## src/design/lom_pkg.sv

```systemverilog
// ----------------------------------------------------------------------------
// lom_pkg
// Shared constants for the limit order matcher.
// ----------------------------------------------------------------------------
package lom_pkg;

	localparam int ORDER_CAPACITY_DEF = 32;
	localparam int PRICE_BITS_DEF     = 10;
	localparam int QTY_BITS_DEF       = 16;
	localparam int ID_BITS_DEF        = 32;
	localparam int STAMP_BITS         = 32;

	localparam logic SIDE_BUY  = 1'b0;
	localparam logic SIDE_SELL = 1'b1;

endpackage

```

## src/design/lom_if.sv

```systemverilog
// ----------------------------------------------------------------------------
// lom_order_if / lom_result_if
// Valid/ready channels for incoming orders and for result items.
// ----------------------------------------------------------------------------
interface lom_order_if import lom_pkg::*; #(
	parameter int ID_BITS    = ID_BITS_DEF,
	parameter int PRICE_BITS = PRICE_BITS_DEF,
	parameter int QTY_BITS   = QTY_BITS_DEF
);
	logic                  valid;
	logic                  ready;
	logic                  side;
	logic [ID_BITS-1:0]    order_id;
	logic [PRICE_BITS-1:0] limit_price;
	logic [QTY_BITS-1:0]   quantity;

	modport source (output valid, side, order_id, limit_price, quantity, input ready);
	modport sink   (input valid, side, order_id, limit_price, quantity, output ready);
endinterface

interface lom_result_if import lom_pkg::*; #(
	parameter int ID_BITS    = ID_BITS_DEF,
	parameter int PRICE_BITS = PRICE_BITS_DEF,
	parameter int QTY_BITS   = QTY_BITS_DEF
);
	logic                  valid;
	logic                  ready;
	logic                  is_trade;
	logic [ID_BITS-1:0]    seller_id;
	logic [ID_BITS-1:0]    buyer_id;
	logic [PRICE_BITS-1:0] fill_price;
	logic [QTY_BITS-1:0]   fill_qty;
	logic [QTY_BITS-1:0]   rested_qty;
	logic                  book_full;
	logic                  last;

	modport source (output valid, is_trade, seller_id, buyer_id, fill_price, fill_qty,
		rested_qty, book_full, last, input ready);
	modport sink   (input valid, is_trade, seller_id, buyer_id, fill_price, fill_qty,
		rested_qty, book_full, last, output ready);
endinterface

```

## src/design/lom_ram.sv

```systemverilog
// ----------------------------------------------------------------------------
// lom_ram
// Single write port, single read port RAM with registered read data.
// ----------------------------------------------------------------------------
module lom_ram #(
	parameter int WIDTH = 8,
	parameter int DEPTH = 32,
	parameter int AW    = $clog2(DEPTH)
) (
	input  logic             clk,
	input  logic             we,
	input  logic [AW-1:0]    waddr,
	input  logic [WIDTH-1:0] wdata,
	input  logic             re,
	input  logic [AW-1:0]    raddr,
	output logic [WIDTH-1:0] rdata
);
	logic [WIDTH-1:0] mem_q [DEPTH];

	always_ff @(posedge clk) begin
		if (we) begin
			mem_q[waddr] <= wdata;
		end
		if (re) begin
			rdata <= mem_q[raddr];
		end
	end
endmodule

```

## src/design/limit_order_matcher_top.sv

```systemverilog
// ----------------------------------------------------------------------------
// limit_order_matcher_top
// Price-time priority limit order book with one order store in RAM.
//
// ord: one limit order per transfer (side, order_id, limit_price, quantity).
// res: result items; zero or more trades, then one status item with last set.
// An order is taken only while the block is idle. Each fill walks the whole
// store, one entry read per cycle from the RAM, in the scan step; a decide
// step and a trade step follow. An order whose last walk finds no cross goes
// from its decide step to the status step; one whose quantity runs out on a
// fill goes there from its trade step. At most ORDER_CAPACITY fills.
// The store walk is the limit on rate; the RAM read port serves one entry a
// cycle. Results go through a single output register: when the receiver
// stalls, the block holds in its trade or status step until the register
// frees. Reset clears all valid bits, the arrival counter and the output
// valid flag; RAM contents are not cleared, entries are used only while valid.
// ----------------------------------------------------------------------------
module limit_order_matcher_top import lom_pkg::*; #(
	parameter int ORDER_CAPACITY = ORDER_CAPACITY_DEF,
	parameter int PRICE_BITS     = PRICE_BITS_DEF,
	parameter int QTY_BITS       = QTY_BITS_DEF,
	parameter int ID_BITS        = ID_BITS_DEF
) (
	input  logic          clk,
	input  logic          arst_n,
	lom_order_if.sink     ord,
	lom_result_if.source  res
);
	localparam int IDX_W = $clog2(ORDER_CAPACITY);
	localparam int CNT_W = $clog2(ORDER_CAPACITY + 1);
	localparam int O_ID  = 0;
	localparam int O_SD  = O_ID + ID_BITS;
	localparam int O_PR  = O_SD + 1;
	localparam int O_QT  = O_PR + PRICE_BITS;
	localparam int O_ST  = O_QT + QTY_BITS;
	localparam int WW    = O_ST + STAMP_BITS;
	localparam logic [CNT_W-1:0] CAP_CNT = CNT_W'(ORDER_CAPACITY);
	localparam logic [IDX_W-1:0] LAST_IDX = IDX_W'(ORDER_CAPACITY - 1);

	localparam logic [2:0] ST_IDLE   = 3'd0;
	localparam logic [2:0] ST_SCAN   = 3'd1;
	localparam logic [2:0] ST_DECIDE = 3'd2;
	localparam logic [2:0] ST_TRADE  = 3'd3;
	localparam logic [2:0] ST_STATUS = 3'd4;

	logic [2:0]            state_q;
	logic                  side_q;
	logic [ID_BITS-1:0]    id_q;
	logic [PRICE_BITS-1:0] limit_q;
	logic [QTY_BITS-1:0]   qty_q;
	logic [CNT_W-1:0]      fills_q;
	logic [CNT_W-1:0]      rd_cnt_q;
	logic                  rd_s1;
	logic [IDX_W-1:0]      idx_s1;
	logic [ORDER_CAPACITY-1:0] valid_q;
	logic [STAMP_BITS-1:0] arrival_q;

	logic                  found_q;
	logic [IDX_W-1:0]      best_idx_q;
	logic [WW-1:0]         best_word_q;
	logic [STAMP_BITS-1:0] best_age_q;

	logic                  ovalid_q;
	logic                  o_trade_q, o_full_q, o_last_q;
	logic [ID_BITS-1:0]    o_seller_q, o_buyer_q;
	logic [PRICE_BITS-1:0] o_price_q;
	logic [QTY_BITS-1:0]   o_fill_q, o_rested_q;

	logic                  we;
	logic [IDX_W-1:0]      waddr;
	logic [WW-1:0]         wdata;
	logic                  re;
	logic [WW-1:0]         rdata;

	logic [PRICE_BITS-1:0] c_price, b_price;
	logic [QTY_BITS-1:0]   b_qty, fill, b_left, q_left;
	logic [STAMP_BITS-1:0] c_age;
	logic                  c_ok, c_better;
	logic                  out_free;
	logic                  out_load;
	logic                  free_any;
	logic [IDX_W-1:0]      free_idx;

	lom_ram #(.WIDTH(WW), .DEPTH(ORDER_CAPACITY), .AW(IDX_W)) u_ram (
		.clk(clk), .we(we), .waddr(waddr), .wdata(wdata),
		.re(re), .raddr(rd_cnt_q[IDX_W-1:0]), .rdata(rdata)
	);

	assign ord.ready = (state_q == ST_IDLE);
	assign out_free  = !ovalid_q || res.ready;
	assign out_load  = out_free && (state_q == ST_TRADE || state_q == ST_STATUS);
	assign re        = (state_q == ST_SCAN) && (rd_cnt_q < CAP_CNT);

	// candidate evaluation
	always_comb begin
		c_price      = rdata[O_PR +: PRICE_BITS];
		c_age        = arrival_q - rdata[O_ST +: STAMP_BITS];
		b_price      = best_word_q[O_PR +: PRICE_BITS];
		c_ok = rd_s1 && valid_q[idx_s1] && (rdata[O_SD] != side_q)
			&& ((side_q == SIDE_BUY) ? (c_price <= limit_q) : (c_price >= limit_q));
		if (!found_q) begin
			c_better = 1'b1;
		end else if (c_price != b_price) begin
			c_better = (side_q == SIDE_BUY) ? (c_price < b_price) : (c_price > b_price);
		end else begin
			c_better = c_age > best_age_q;
		end
	end

	always_comb begin
		b_qty  = best_word_q[O_QT +: QTY_BITS];
		fill   = (b_qty <= qty_q) ? b_qty : qty_q;
		b_left = b_qty - fill;
		q_left = qty_q - fill;
	end

	always_comb begin
		free_any = 1'b0;
		free_idx = '0;
		for (int i = ORDER_CAPACITY - 1; i >= 0; i--) begin
			if (!valid_q[i]) begin
				free_any = 1'b1;
				free_idx = IDX_W'(i);
			end
		end
	end

	always_comb begin
		we    = 1'b0;
		waddr = best_idx_q;
		wdata = best_word_q;
		wdata[O_QT +: QTY_BITS] = b_left;
		if (state_q == ST_TRADE && out_free) begin
			we = 1'b1;
		end else if (state_q == ST_STATUS && out_free && qty_q != '0 && free_any) begin
			we    = 1'b1;
			waddr = free_idx;
			wdata = {arrival_q, qty_q, limit_q, side_q, id_q};
		end
	end

	always_ff @(posedge clk or negedge arst_n) begin
		if (!arst_n) begin
			state_q   <= ST_IDLE;
			valid_q   <= '0;
			arrival_q <= '0;
			ovalid_q  <= 1'b0;
			rd_s1     <= 1'b0;
			found_q   <= 1'b0;
			fills_q   <= '0;
			rd_cnt_q  <= '0;
		end else begin
			if (out_load) begin
				ovalid_q <= 1'b1;
			end else if (res.ready) begin
				ovalid_q <= 1'b0;
			end
			rd_s1 <= re;
			case (state_q)
				ST_IDLE: begin
					if (ord.valid) begin
						fills_q  <= '0;
						rd_cnt_q <= '0;
						found_q  <= 1'b0;
						state_q  <= (ord.quantity == '0) ? ST_STATUS : ST_SCAN;
					end
				end
				ST_SCAN: begin
					if (re) begin
						rd_cnt_q <= rd_cnt_q + 1'b1;
					end
					if (c_ok && c_better) begin
						found_q <= 1'b1;
					end
					if (rd_s1 && idx_s1 == LAST_IDX) begin
						state_q <= ST_DECIDE;
					end
				end
				ST_DECIDE: begin
					state_q <= found_q ? ST_TRADE : ST_STATUS;
				end
				ST_TRADE: begin
					if (out_free) begin
						fills_q  <= fills_q + 1'b1;
						if (b_left == '0) begin
							valid_q[best_idx_q] <= 1'b0;
						end
						rd_cnt_q <= '0;
						found_q  <= 1'b0;
						state_q  <= (q_left == '0 || fills_q + 1'b1 == CAP_CNT)
							? ST_STATUS : ST_SCAN;
					end
				end
				ST_STATUS: begin
					if (out_free) begin
						if (qty_q != '0 && free_any) begin
							valid_q[free_idx] <= 1'b1;
							arrival_q <= arrival_q + 1'b1;
						end
						state_q <= ST_IDLE;
					end
				end
				default: state_q <= ST_IDLE;
			endcase
		end
	end

	always_ff @(posedge clk) begin
		idx_s1 <= rd_cnt_q[IDX_W-1:0];
		if (state_q == ST_IDLE && ord.valid) begin
			side_q  <= ord.side;
			id_q    <= ord.order_id;
			limit_q <= ord.limit_price;
			qty_q   <= ord.quantity;
		end
		if (state_q == ST_SCAN && c_ok && c_better) begin
			best_idx_q  <= idx_s1;
			best_word_q <= rdata;
			best_age_q  <= c_age;
		end
		if (state_q == ST_TRADE && out_free) begin
			qty_q      <= q_left;
			o_trade_q  <= 1'b1;
			o_seller_q <= (side_q == SIDE_BUY) ? best_word_q[O_ID +: ID_BITS] : id_q;
			o_buyer_q  <= (side_q == SIDE_BUY) ? id_q : best_word_q[O_ID +: ID_BITS];
			o_price_q  <= b_price;
			o_fill_q   <= fill;
			o_rested_q <= '0;
			o_full_q   <= 1'b0;
			o_last_q   <= 1'b0;
		end
		if (state_q == ST_STATUS && out_free) begin
			o_trade_q  <= 1'b0;
			o_seller_q <= '0;
			o_buyer_q  <= '0;
			o_price_q  <= '0;
			o_fill_q   <= '0;
			o_rested_q <= (qty_q != '0 && free_any) ? qty_q : '0;
			o_full_q   <= (qty_q != '0 && !free_any);
			o_last_q   <= 1'b1;
		end
	end

	assign res.valid      = ovalid_q;
	assign res.is_trade   = o_trade_q;
	assign res.seller_id  = o_seller_q;
	assign res.buyer_id   = o_buyer_q;
	assign res.fill_price = o_price_q;
	assign res.fill_qty   = o_fill_q;
	assign res.rested_qty = o_rested_q;
	assign res.book_full  = o_full_q;
	assign res.last       = o_last_q;
endmodule

```

## src/flat_wrapper.sv

```systemverilog
// flat-port wrapper written by rule: the top's interface ports become plain ports
module limit_order_matcher_top_flat import lom_pkg::*;
#(
	parameter int ORDER_CAPACITY = ORDER_CAPACITY_DEF,
	parameter int PRICE_BITS     = PRICE_BITS_DEF,
	parameter int QTY_BITS       = QTY_BITS_DEF,
	parameter int ID_BITS        = ID_BITS_DEF
)
  (clk, arst_n, ord_valid, ord_side, ord_order_id, ord_limit_price, ord_quantity, ord_ready, res_valid, res_is_trade, res_seller_id, res_buyer_id, res_fill_price, res_fill_qty, res_rested_qty, res_book_full, res_last, res_ready);
  lom_order_if #(.ID_BITS(ID_BITS), .PRICE_BITS(PRICE_BITS), .QTY_BITS(QTY_BITS)) ord_i ();
  lom_result_if #(.ID_BITS(ID_BITS), .PRICE_BITS(PRICE_BITS), .QTY_BITS(QTY_BITS)) res_i ();
  input  logic clk;
  input  logic arst_n;
  input wire logic [$bits(ord_i.valid)-1:0] ord_valid;
  input wire logic [$bits(ord_i.side)-1:0] ord_side;
  input wire logic [$bits(ord_i.order_id)-1:0] ord_order_id;
  input wire logic [$bits(ord_i.limit_price)-1:0] ord_limit_price;
  input wire logic [$bits(ord_i.quantity)-1:0] ord_quantity;
  output wire logic [$bits(ord_i.ready)-1:0] ord_ready;
  output wire logic [$bits(res_i.valid)-1:0] res_valid;
  output wire logic [$bits(res_i.is_trade)-1:0] res_is_trade;
  output wire logic [$bits(res_i.seller_id)-1:0] res_seller_id;
  output wire logic [$bits(res_i.buyer_id)-1:0] res_buyer_id;
  output wire logic [$bits(res_i.fill_price)-1:0] res_fill_price;
  output wire logic [$bits(res_i.fill_qty)-1:0] res_fill_qty;
  output wire logic [$bits(res_i.rested_qty)-1:0] res_rested_qty;
  output wire logic [$bits(res_i.book_full)-1:0] res_book_full;
  output wire logic [$bits(res_i.last)-1:0] res_last;
  input wire logic [$bits(res_i.ready)-1:0] res_ready;
  assign ord_i.valid = ord_valid;
  assign ord_i.side = ord_side;
  assign ord_i.order_id = ord_order_id;
  assign ord_i.limit_price = ord_limit_price;
  assign ord_i.quantity = ord_quantity;
  assign ord_ready = ord_i.ready;
  assign res_valid = res_i.valid;
  assign res_is_trade = res_i.is_trade;
  assign res_seller_id = res_i.seller_id;
  assign res_buyer_id = res_i.buyer_id;
  assign res_fill_price = res_i.fill_price;
  assign res_fill_qty = res_i.fill_qty;
  assign res_rested_qty = res_i.rested_qty;
  assign res_book_full = res_i.book_full;
  assign res_last = res_i.last;
  assign res_i.ready = res_ready;
  limit_order_matcher_top #(.ORDER_CAPACITY(ORDER_CAPACITY), .PRICE_BITS(PRICE_BITS), .QTY_BITS(QTY_BITS), .ID_BITS(ID_BITS)) u_core (.clk(clk), .arst_n(arst_n), .ord(ord_i), .res(res_i));
endmodule
```

## config.mk

```make
export PLATFORM = sky130hd
export DESIGN_NAME = limit_order_matcher_top_flat
export DESIGN_NICKNAME = d
export VERILOG_FILES = /design/src/design/lom_pkg.sv /design/src/design/lom_if.sv /design/src/design/lom_ram.sv /design/src/design/limit_order_matcher_top.sv /design/src/flat_wrapper.sv
export SDC_FILE = /design/constraint.sdc
export NUM_CORES = 2
export LEC_CHECK = 0
export BUFFER_PORTS_ARGS = -buffer_cell sky130_fd_sc_hd__clkbuf_2
export CORE_MARGIN = 2
export CORE_UTILIZATION = 25
export DETAILED_ROUTE_END_ITERATION = 7
export PLACE_DENSITY_LB_ADDON = 0.08
export SLEW_MARGIN = 20
export SYNTH_ARGS = -nofsm -noshare
export SYNTH_HDL_FRONTEND = slang
export SYNTH_HIERARCHICAL = 1
export SYNTH_SLANG_ARGS = --single-unit
```

## constraint.sdc

```tcl
create_clock -name clk -period 10.9 [get_ports clk]
set_input_delay 0.545 -clock clk [delete_from_list [all_inputs] [get_ports clk]]
set_output_delay 0.545 -clock clk [all_outputs]
set_load 0.03 [all_outputs]
```

==> results.cfg <==
[clock_tree]
ctsResizeCount = 0
root_buffer = clkbuf_16
insertion_delay_ns = 1.01
h-tree-depth = 5
cts_tree = built
post_cts_buffers = 0
clock_sinks = 3386
cts_max_path_buffers = 4
tritoncts.num_buffers = 390
clkTransAtPathRegs_ns = 0.06

[timing]
max_freq_mhz = 138
setup_viol = 0
fin_skew_ns = 0.0498
setup-tns-final_ns = 0
fin_crit_sh_pct = 66.3
finalHoldViolCount = 0
worst_slack_ns = 3.67
period_minus_slack_ns = 7.23
drv_slew = 0
relSlewSlack_pct = 21.4
worstMarginPinSlew_ns = 1.18
whs_ns = 0.0727
rsz0062_at_grt = no

[routing]
vias_per_cell = 4.79
drt_wl_total_um = 495000
drt_iter0_drc = 6703
routedWlPerCell_um = 32.6
vias = 72700
ant_nets = 0
drt_pass1_iterations = 6
drc_errors = 0

[yosys]
ys_ff_latch = 3386
ys_types = 74
syn_avg_cell_area_um2 = 18.2
synth_top_family_by_area = multiplexers
synth_compound_area_share_pct = 5.51
yosys.area_share.simple_pct = 3.51
ys_seq_area_share_pct = 75.0
synth_mux_area_share_pct = 12.4
netlist_area_um2 = 134000
synth_edf_count = 3207
synth_fa_ha_area_share_pct = 1.28
async_reset_ff_share_pct = 2.42
synth_xor_area_share_pct = 0.550
syn-num-nets = 7555
ys_warn_count = 6
ys_dominant_reg_cell = edfxtp_1
synth_cells = 7357

[die]
die-area_um2 = 541000
core_area_um2 = 533000
die_y_um = 735
start_util_pct = 25.1
dieWidth_um = 735
io_pins = 174
std_cell_rows = 268

[power]
max-vdd-ir-drop_mv = 0.200
leakagePower_nw = 52.0
power_density_nw_per_um2 = 244

[global_routing]
grt_pass1_vias = 74100
grt_usage_pct = 17.8
grt_pass1_wl_um = 661000
antenna_found_initial = 32
grt_max_degree = 108
grt-ovfl-total = 0

[cells_and_area]
area_growth_pct = 17.5
nNetsFinal = 8019
design_area_um2 = 157000
drive_gt1_share_pct = 17.9

[hold_path]
hold_path.class = input pin to async pin

[placement]
place_ws_ns = 3.69
hpwl_um = 273000
placed_cell_area_um2 = 144000
io_buffer_count = 173
place.gp.congestion = 0.770

[worst_setup_path]
reg2reg_from = u_core/arrival_q[0]
cp_max_fo = 33
rr_endpoint = u_core/best_word_q[37]
r2r_setup_slack_ns = 3.67
startpoint_type = register
crit_type = register to register
crit_required_ns = 11.50
cp.arrival_ns = 7.83
crit_end = u_core/best_word_q[37]
cp-startpoint = u_core/arrival_q[0]
r2r_cells = 24
endpoint_kind = register

[outcome]
status = completed

[flow_run]
drv_cap = 0
## worst min-delay path by stage
| stage | start | to | slack [ns] | cells after the start |
|---|---|---|---|---|
| after global routing | arst_n | u_core/valid_q[13] | 0.10 | 2 |
| after detailed placement | u_core/u_ram/rdata[17] | u_core/best_word_q[17] | 0.40 | 0 |
| after global placement | u_core/u_ram/rdata[47] | u_core/best_word_q[47] | 0.41 | 0 |
| after floorplan | arst_n | u_core/arrival_q[0] | 0.25 | 0 |
| after CTS | arst_n | u_core/valid_q[5] | 0.006 | 2 |
| final | arst_n | u_core/valid_q[15] | 0.07 | 2 |
## sequential cells by signal, summed over array words and instances (netlist names), 6 cells and up
name,flops
u_core/best_word_q,91
u_core/valid_q,32
u_core/u_ram/rdata,91
u_core/qty_q,16
u_core/res.buyer_id,32
u_core/res.fill_qty,16
u_core/fills_q,6
u_core/limit_q,10
u_core/best_age_q,32
u_core/id_q,32
u_core/res.fill_price,10
u_core/res.rested_qty,16
u_core/rd_cnt_q,6
u_core/res.seller_id,32
u_core/arrival_q,32
u_core/u_ram/mem_q,2912
## layout make-up
cell class	count	area, um^2
fillers	52400	376000
well taps	7020	8780
flip-flops and latches	3386	100000
clock inverters	202	1730
inverters	132	495
diodes	7	17.5
multi-input cells	3470	31700
repair buffers	441	3410
clock buffers	516	10600
## cell usage in the layout, fill, tap and decap left out, types with 77 or more instances in the layout
cell | synthesis | layout
a21oi_1 | 90 | 86
mux4_2 | 385 | 385
nand2_1 | 437 | 407
nor2_1 | 132 | 92
a22oi_1 | 465 | 465
dfrtp_1 | 82 | 77
dfxtp_1 | 97 | 97
edfxtp_1 | 3207 | 3207
ha_1 | 132 | 132
buf_4 | 20 | 187
clkbuf_16 | 0 | 400
nand3_1 | 183 | 183
clkbuf_1 | 181 | 99
mux2i_1 | 787 | 787
o21ai_0 | 192 | 179
clkbuf_2 | 1 | 172
inv_1 | 132 | 131
## per-stage QoR
| stage | util (%) | instances | power (mW) |
|---|---|---|---|
| detailed placement | 27.1 | 14400 | 26.0 |
| finish | 29.5 | 15200 | 38.4 |
| CTS | 29.5 | 15200 | 39.0 |
| floorplan | - | 7357 | 21.9 |
| global placement | 27.0 | 14400 | 26.0 |
| global route | 29.5 | 15200 | 40.0 |
## repair_timing
item,4_1_cts,5_1_grt
endpoints found under the setup margin,0,0
hold endpoints to repair,80,0
hold buffers,49,0
## per-layer routing
| layer | wire, um | global-route usage (%) | vias up |
|---|---|---|---|
| li1 | - | - | 30700 |
| met1 | 225000 | 24.7 | 39600 |
| met2 | 234000 | 29.3 | 1896 |
| met3 | 24300 | 2.96 | 511 |
| met4 | 11100 | 4.06 | 6 |
| met5 | 31 | 0 | - |
## worst max-delay path, stage by stage, from the launching register on
cell      delay (ns)
dfrtp_1         0.40
inv_1           0.13
ha_1            0.20
inv_1           0.06
fa_1            0.40
a21oi_1         0.23
nand4b_1        0.19
a21boi_1        0.14
o31ai_1         0.45
a21boi_1        0.17
a221oi_1        0.58
nor2b_1         0.10
o21a_1          0.22
o2111a_1        0.23
a311o_1         0.35
ha_1            0.31
nand2_1         0.07
nor2_1          0.11
nand2_1         0.09
or3_1           0.43
o21bai_1        0.18
a211oi_1        0.23
o211ai_1        0.21
a31oi_4         0.55
buf_4           0.68
## Yosys cell counts (20+ instances only)
master / number / area, um^2
mux2i_1: 787 / 7880
a22o_1: 63 / 552
buf_4: 20 / 150
buf_6: 30 / 338
inv_1: 132 / 495
clkbuf_1: 181 / 679
o21a_1: 28 / 210
nor2_1: 132 / 495
xnor2_1: 53 / 464
buf_2: 113 / 566
dfxtp_1: 97 / 1940
mux4_2: 385 / 8670
a22oi_1: 465 / 3490
buf_1: 22 / 82.6
o21ai_0: 192 / 961
xor2_1: 31 / 272
nor2b_1: 35 / 219
o211ai_1: 22 / 165
a21o_1: 35 / 263
nand2_1: 437 / 1640
dfrtp_1: 82 / 2050
edfxtp_1: 3207 / 96300
a31oi_1: 68 / 425
ha_1: 132 / 1650
nand3_1: 183 / 916
o21ai_1: 29 / 145
a21oi_1: 90 / 450
nand4_1: 73 / 457
and3_1: 24 / 150
## report_power, final
part           switching, mW  internal [mW]
logic                   6.45           3.47
registers              0.542           15.1
clock network           5.44           7.38
## cells by family after synthesis
group	after synthesis
flip-flops	3386
multiplexers	1174
AO/OA/AOI/OAI	1074
AND/OR/NAND/NOR	1003
buffers and inverters	501
adder cells (fa/ha/maj)	135
XOR/XNOR	84
(Power assumes the default switching activity.)
